$ cat src/sv/l2u_pkg.sv
// Shared types, constants and the Latin-2 letter table for the quoted UTF-8 encoder.
`default_nettype none
package l2u_pkg;

    localparam int unsigned NumChars   = 6;
    localparam int unsigned CountWidth = $clog2(NumChars + 1);

    localparam logic [7:0] CharEquals  = 8'h3D;
    localparam logic [7:0] CharZero    = 8'h30;
    localparam logic [7:0] CharAlphaLo = 8'h37;  // 'A' - 10
    localparam logic [8:0] Utf8Lead    = 9'h080;

    typedef logic [8:0] code_point_t;

    typedef struct packed {
        logic [CountWidth-1:0]        count;
        logic [NumChars-1:0][7:0]     chars;  // chars[0] leaves first
    } enc_t;

    function automatic code_point_t to_code_point(input logic [7:0] b);
        code_point_t cp;
        case (b)
            8'hC8: cp = 9'h10C;
            8'hCF: cp = 9'h10E;
            8'hCC: cp = 9'h11A;
            8'hD2: cp = 9'h147;
            8'hD8: cp = 9'h158;
            8'hA9: cp = 9'h160;
            8'hAB: cp = 9'h164;
            8'hD9: cp = 9'h16E;
            8'hAE: cp = 9'h17D;
            8'hE8: cp = 9'h10D;
            8'hEF: cp = 9'h10F;
            8'hEC: cp = 9'h11B;
            8'hF2: cp = 9'h148;
            8'hF8: cp = 9'h159;
            8'hB9: cp = 9'h161;
            8'hBB: cp = 9'h165;
            8'hF9: cp = 9'h16F;
            8'hBE: cp = 9'h17E;
            8'hC3: cp = 9'h102;
            8'hA1: cp = 9'h104;
            8'hC6: cp = 9'h106;
            8'hD0: cp = 9'h110;
            8'hCA: cp = 9'h118;
            8'hA5: cp = 9'h13D;
            8'hC5: cp = 9'h139;
            8'hA3: cp = 9'h141;
            8'hD1: cp = 9'h143;
            8'hD5: cp = 9'h150;
            8'hC0: cp = 9'h154;
            8'hA6: cp = 9'h15A;
            8'hAA: cp = 9'h15E;
            8'hDE: cp = 9'h162;
            8'hDB: cp = 9'h170;
            8'hAC: cp = 9'h179;
            8'hAF: cp = 9'h17B;
            8'hE3: cp = 9'h103;
            8'hB1: cp = 9'h105;
            8'hE6: cp = 9'h107;
            8'hF0: cp = 9'h111;
            8'hEA: cp = 9'h119;
            8'hB5: cp = 9'h13E;
            8'hE5: cp = 9'h13A;
            8'hB3: cp = 9'h142;
            8'hF1: cp = 9'h144;
            8'hF5: cp = 9'h151;
            8'hE0: cp = 9'h155;
            8'hB6: cp = 9'h15B;
            8'hBA: cp = 9'h15F;
            8'hFE: cp = 9'h163;
            8'hFB: cp = 9'h171;
            8'hBC: cp = 9'h17A;
            8'hBF: cp = 9'h17C;
            default: cp = {1'b0, b};
        endcase
        return cp;
    endfunction

    function automatic logic [7:0] hex_char(input logic [3:0] nibble);
        logic [7:0] base;
        base = (nibble < 4'd10) ? CharZero : CharAlphaLo;
        return base + {4'h0, nibble};
    endfunction

endpackage
`default_nettype wire

$ cat src/sv/l2u_char_map.sv
// Maps one Latin-2 byte to its output text: the raw byte or six '=XX=XX' characters.
`default_nettype none
module l2u_char_map (
    input  wire logic [7:0] in_byte,
    output l2u_pkg::enc_t   enc
);

    l2u_pkg::code_point_t cp;
    logic [7:0]           b1;
    logic [7:0]           b2;

    always_comb
    begin
        cp = l2u_pkg::to_code_point(in_byte);
        b1 = 8'hC0 | {5'b00000, cp[8:6]};
        b2 = {2'b10, cp[5:0]};
        if (cp < l2u_pkg::Utf8Lead)
        begin
            enc.count    = l2u_pkg::CountWidth'(1);
            enc.chars    = '0;
            enc.chars[0] = in_byte;
        end
        else
        begin
            enc.count    = l2u_pkg::CountWidth'(l2u_pkg::NumChars);
            enc.chars[0] = l2u_pkg::CharEquals;
            enc.chars[1] = l2u_pkg::hex_char(b1[7:4]);
            enc.chars[2] = l2u_pkg::hex_char(b1[3:0]);
            enc.chars[3] = l2u_pkg::CharEquals;
            enc.chars[4] = l2u_pkg::hex_char(b2[7:4]);
            enc.chars[5] = l2u_pkg::hex_char(b2[3:0]);
        end
    end

endmodule
`default_nettype wire

$ cat src/sv/latin2_to_quoted_utf8_encoder.sv
// Top level of the Latin-2 to quoted UTF-8 encoder: input register and output shifter.
//
//   channel | direction | handshake          | payload
//   in      | into      | in_valid/in_ready  | in_byte, in_last
//   out     | out of    | out_valid/out_ready| out_byte, out_run_end, out_string_end
//
// A request that maps below 0x80 leaves as one byte, one per cycle back to back while out_ready is high.
// A mapped letter or high byte leaves as six bytes, shifted out by the output shifter.
// One request waits in the input register while the shifter drains; once it is full,
// a six-byte run holds in_ready low until the last byte of the run is taken.
// rst_n clears both valid flags at once; payload registers are not reset.
`default_nettype none
module latin2_to_quoted_utf8_encoder (
    input  wire logic       clk,
    input  wire logic       rst_n,
    input  wire logic       in_valid,
    output logic            in_ready,
    input  wire logic [7:0] in_byte,
    input  wire logic       in_last,
    output logic            out_valid,
    input  wire logic       out_ready,
    output logic [7:0]      out_byte,
    output logic            out_run_end,
    output logic            out_string_end
);

    logic                                  s1_valid_reg;
    logic [7:0]                            s1_byte_reg;
    logic                                  s1_last_reg;
    logic [l2u_pkg::CountWidth-1:0]        rem_reg;
    logic [l2u_pkg::CountWidth-1:0]        rem_next;
    logic [l2u_pkg::NumChars-1:0][7:0]     chars_reg;
    logic [l2u_pkg::NumChars-1:0][7:0]     chars_next;
    logic                                  last_reg;

    l2u_pkg::enc_t enc;
    logic          pop;
    logic          s2_free;
    logic          load;
    logic          in_take;

    l2u_char_map u_map (
        .in_byte (s1_byte_reg),
        .enc     (enc)
    );

    assign out_valid      = (rem_reg != '0);
    assign out_byte       = chars_reg[0];
    assign out_run_end    = (rem_reg == l2u_pkg::CountWidth'(1));
    assign out_string_end = out_run_end & last_reg;

    assign pop      = out_valid & out_ready;
    assign s2_free  = !out_valid || (pop && out_run_end);
    assign load     = s1_valid_reg & s2_free;
    assign in_ready = !s1_valid_reg || load;
    assign in_take  = in_valid & in_ready;

    always_comb
    begin
        rem_next   = rem_reg;
        chars_next = chars_reg;
        if (load)
        begin
            rem_next   = enc.count;
            chars_next = enc.chars;
        end
        else if (pop)
        begin
            rem_next   = rem_reg - l2u_pkg::CountWidth'(1);
            chars_next = {8'h00, chars_reg[l2u_pkg::NumChars-1:1]};
        end
    end

    always_ff @(posedge clk or negedge rst_n)
    begin
        if (!rst_n)
        begin
            s1_valid_reg <= 1'b0;
            rem_reg      <= '0;
        end
        else
        begin
            if (in_take)
                s1_valid_reg <= 1'b1;
            else if (load)
                s1_valid_reg <= 1'b0;
            rem_reg <= rem_next;
        end
    end

    always_ff @(posedge clk)
    begin
        if (in_take)
        begin
            s1_byte_reg <= in_byte;
            s1_last_reg <= in_last;
        end
        if (load)
            last_reg <= s1_last_reg;
        chars_reg <= chars_next;
    end

endmodule
`default_nettype wire
$ cat config.mk
export PLATFORM = sky130hd
export DESIGN_NAME = latin2_to_quoted_utf8_encoder
export DESIGN_NICKNAME = d
export VERILOG_FILES = /design/src/sv/l2u_pkg.sv /design/src/sv/l2u_char_map.sv /design/src/sv/latin2_to_quoted_utf8_encoder.sv
export SDC_FILE = /design/constraint.sdc
export NUM_CORES = 1
export LEC_CHECK = 0
export BUFFER_PORTS_ARGS = -buffer_cell sky130_fd_sc_hd__buf_2
export CORE_ASPECT_RATIO = 2
export CORE_UTILIZATION = 50
export DETAILED_ROUTE_END_ITERATION = 12
export GPL_TIMING_DRIVEN = 1
export PLACE_DENSITY = 0.76
export SETUP_SLACK_MARGIN = 0.3
export SYNTH_ARGS = -nofsm -noshare
export SYNTH_HDL_FRONTEND = slang
export SYNTH_SLANG_ARGS = --single-unit
$ cat constraint.sdc
create_clock -name clk -period 8.3 [get_ports clk]
set_clock_uncertainty 0.05 [all_clocks]
set_input_delay 0 -clock clk [delete_from_list [all_inputs] [get_ports clk]]
set_output_delay 0 -clock clk [all_outputs]
set_load 0.01 [all_outputs]
==> run summary <==
Area share of the largest cell type after synthesis - 40.8%
Vert. Die Dim - 127 um
Reg2Reg Depth - 11
Worst VDD drop - 0.213 mV
Gp weighted congestion - 1.02
R2R Path End - chars_reg[41]
First-pass GRT wire length - 17.3 mm
Worst path max stage delay - 940 ps
CTS Buffer Depth - 2
Postcts setup bufs - 0
Main combinational cell family by area after synthesis - simple AND/OR/NAND/NOR gates
Reg2reg start - s1_byte_reg[4]
Design area - 0.00437 mm2
CP Buf/Inv Count - 0
Final hold violations - 0
I/O pin cnt - 25
DR vias - 3315
WP data required - 8340 ps
Kind of critical path - flip-flop to flip-flop
Netlist cell types - 74
#FFs+latches synth - 57
Vias in the first global route - 3282
Initial antenna violation count - 0
Main synth FF type - edfxtp_1
Hold_sp - in_byte[5]
Initial core utilization - 51.7%
Syn. warnings - 0
Final nets - 440
Slew Viols, Final - 0
Die area - 0.00817 mm2
Slew HR - 30.6%
Gr usage total - 29.1%
Worst setup EP type - flip-flop
DRT iter0 DRCs - 407
Max frequency - 0.227 GHz
Leak - 1.71 nW
Critical path cell sequence - and4b_1 > a32oi_1 > nand2_1 > nor4b_2 > nor4b_2 > a2111o_1 > nor2_1 > nor2_1 > ha_1 > fa_1 > and2_1
Final ANT Viol Nets - 0
Synth async-reset ratio - 7.02%
Synth area leader - edfxtp_1
Worst-margin pin slew - 1040 ps
Crit share post-route - 53.0%
CTS tree - done
Sequential fraction of the synthesis area - 43.4%
Worst skew pair latency - 340 ps
IO Port Bufs - 24
Largest net degree at the start of global routing - 49
DRT Pass-1 Iters - 5
H-tree Lvls - 3
Post-route DRC - 0
Ant. Diodes - 0
Core Area - 0.00754 mm2
Simple-Gate Fraction of Synth Area - 27.3%
Adder-Cell Fraction of Synth Area - 2.44%
Max-Cap Viols - 0
Worst Hold Class - input port to flip-flop
Post-layout minimum cycle time - 4400 ps
TritonCTS Sinks - 57
Worst EP arrival - 4440 ps
Synth Instances - 408
Total grt overflow - 0
Largest register FFs - 35
Mapped Nets - 428
Detailed Route WL - 11.2 mm
Hold EP - s1_byte_reg[5]
Setup_tns - 0 ps
Final setup fails - 0
Layout cells sized above 1 - 15.1%
Syn Std Cell Area - 0.00390 mm2
Worst path slowest cell - edfxtp_1
Routed WL per cell - 21.7 um
Area contributors post-synth - edfxtp_1 41%, nand2_1 6.5%, nor2_1 2.6%
Hpwl dp - 7.81 mm
Top delay family on crit path - simple AND/OR/NAND/NOR gates
Synth Area in Compound Gates - 17.6%
Clock root buffer - clkbuf_16
Via density - 6.39
RSZ-0062 raised after global routing - false
Placed Area - 0.00391 mm2
TritonCTS Buffers - 9
Row count - 45
Outcome - finished, final reports clean
Mapped Avg Cell Area - 9.55 um2
Chip Width - 64.4 um
Post-Synth XOR/XNOR Area - 1.35%
Crit-path max FO - 31
Hold path depth - 2
Post-synthesis mux area share - 0.578%
Worst-path clk slew - 50 ps
Number of fillers in the final layout - 663
EDFF count, synth - 53
R2R Setup Slk - 3900 ps
Startpoint Class - flip-flop
Area growth syn-to-layout - 12.1%
PD cells - 370 mW/mm2
==> Yosys cell counts (6+ instances only) <==
| library cell | n |
|---|---|
| a21o_1 | 7 |
| a21oi_1 | 8 |
| a31oi_1 | 10 |
| and2_1 | 14 |
| buf_2 | 15 |
| buf_4 | 12 |
| clkbuf_1 | 7 |
| edfxtp_1 | 53 |
| ha_1 | 6 |
| nand2_1 | 67 |
| nand2b_1 | 10 |
| nand3_1 | 14 |
| nand3b_1 | 6 |
| nor2_1 | 27 |
| nor2b_1 | 6 |
| o21ai_0 | 17 |
| o21ai_1 | 6 |
==> cells in the final DEF (no fill, tap or decap), types with 8 or more instances in the layout <==
cell           count
a31oi_1           10
nand3_1           14
nand2b_1          10
and2_1            14
nor2_1            27
clkbuf_16          9
a21oi_1            8
edfxtp_1          53
nand2_1           67
dlygate4sd3_1     14
o21ai_0           17
buf_2             24
==> how the worst max path moves through the flow <==
stage / start / to / slack [ps] / cells after the start
after CTS: s1_byte_reg[4] / chars_reg[41] / 3970 / 11
after detailed placement: s1_byte_reg[4] / chars_reg[41] / 3990 / 11
after global routing: s1_byte_reg[4] / chars_reg[41] / 3700 / 11
final: s1_byte_reg[4] / chars_reg[41] / 3900 / 11
after floorplan: s1_byte_reg[1] / chars_reg[46] / 4930 / 14
after global placement: s1_byte_reg[4] / chars_reg[41] / 4120 / 11
==> cells by family (layout without fill, tap and decap cells) <==
kind of cell / Yosys count / in the layout
and+or+nand+nor: 193 / 193
muxes: 2 / 2
xor gates and xnor gates: 6 / 6
adders and majority gates: 7 / 7
DFF: 57 / 57
AOI/OAI and AO/OA: 93 / 93
other: 1 / 1
buffers and inverters: 49 / 66
==> layer usage <==
metal / track usage [%] / routed length [um] / vias up
met5: 0 / 0 / -
met4: 24.7 / 872 / 0
met3: 5.85 / 586 / 66
met2: 51.2 / 5970 / 168
met1: 28.0 / 3820 / 1554
li1: - / - / 1527
==> area by class of cell <==
cell class / instances / area (um2) / area share (%)
clock buffers: 9 / 225 / 5.15
clock inverters: 7 / 93.8 / 2.15
inverters: 8 / 30.0 / 0.687
multi-input cells: 302 / 1920 / 44.0
flip-flops and latches: 57 / 1690 / 38.7
well taps: 94 / 118 / 2.69
repair buffers: 42 / 290 / 6.64
==> where the power goes <==
group	total [W]	switching, W	leakage, nW	internal, W
Clock	0.000397	0.000134	0.152	0.000262
Combinational	0.000639	0.000407	0.987	0.000231
Sequential	0.000583	0.0000789	0.574	0.000504
Total	0.00162	0.000621	1.71	0.000998
==> what timing repair did <==
item                      4_1_cts  5_1_grt
hold endpoints to repair       15        0
hold buffers                   14        0
resized for setup               0        0
==> stage by stage <==
stage	instances	hold slack [ps]	power, W	util [%]	setup WS, ps
after floorplan	408	-346	0.00106	-	4930
after global placement	489	-237	0.00118	51.8	4120
after detailed placement	489	-235	0.00120	51.8	3990
after CTS	519	321	0.00161	57.9	3970
after global routing	519	328	0.00170	57.9	3700
final	519	326	0.00162	57.9	3900
No activity file was read; power rests on OpenSTA's default activity.
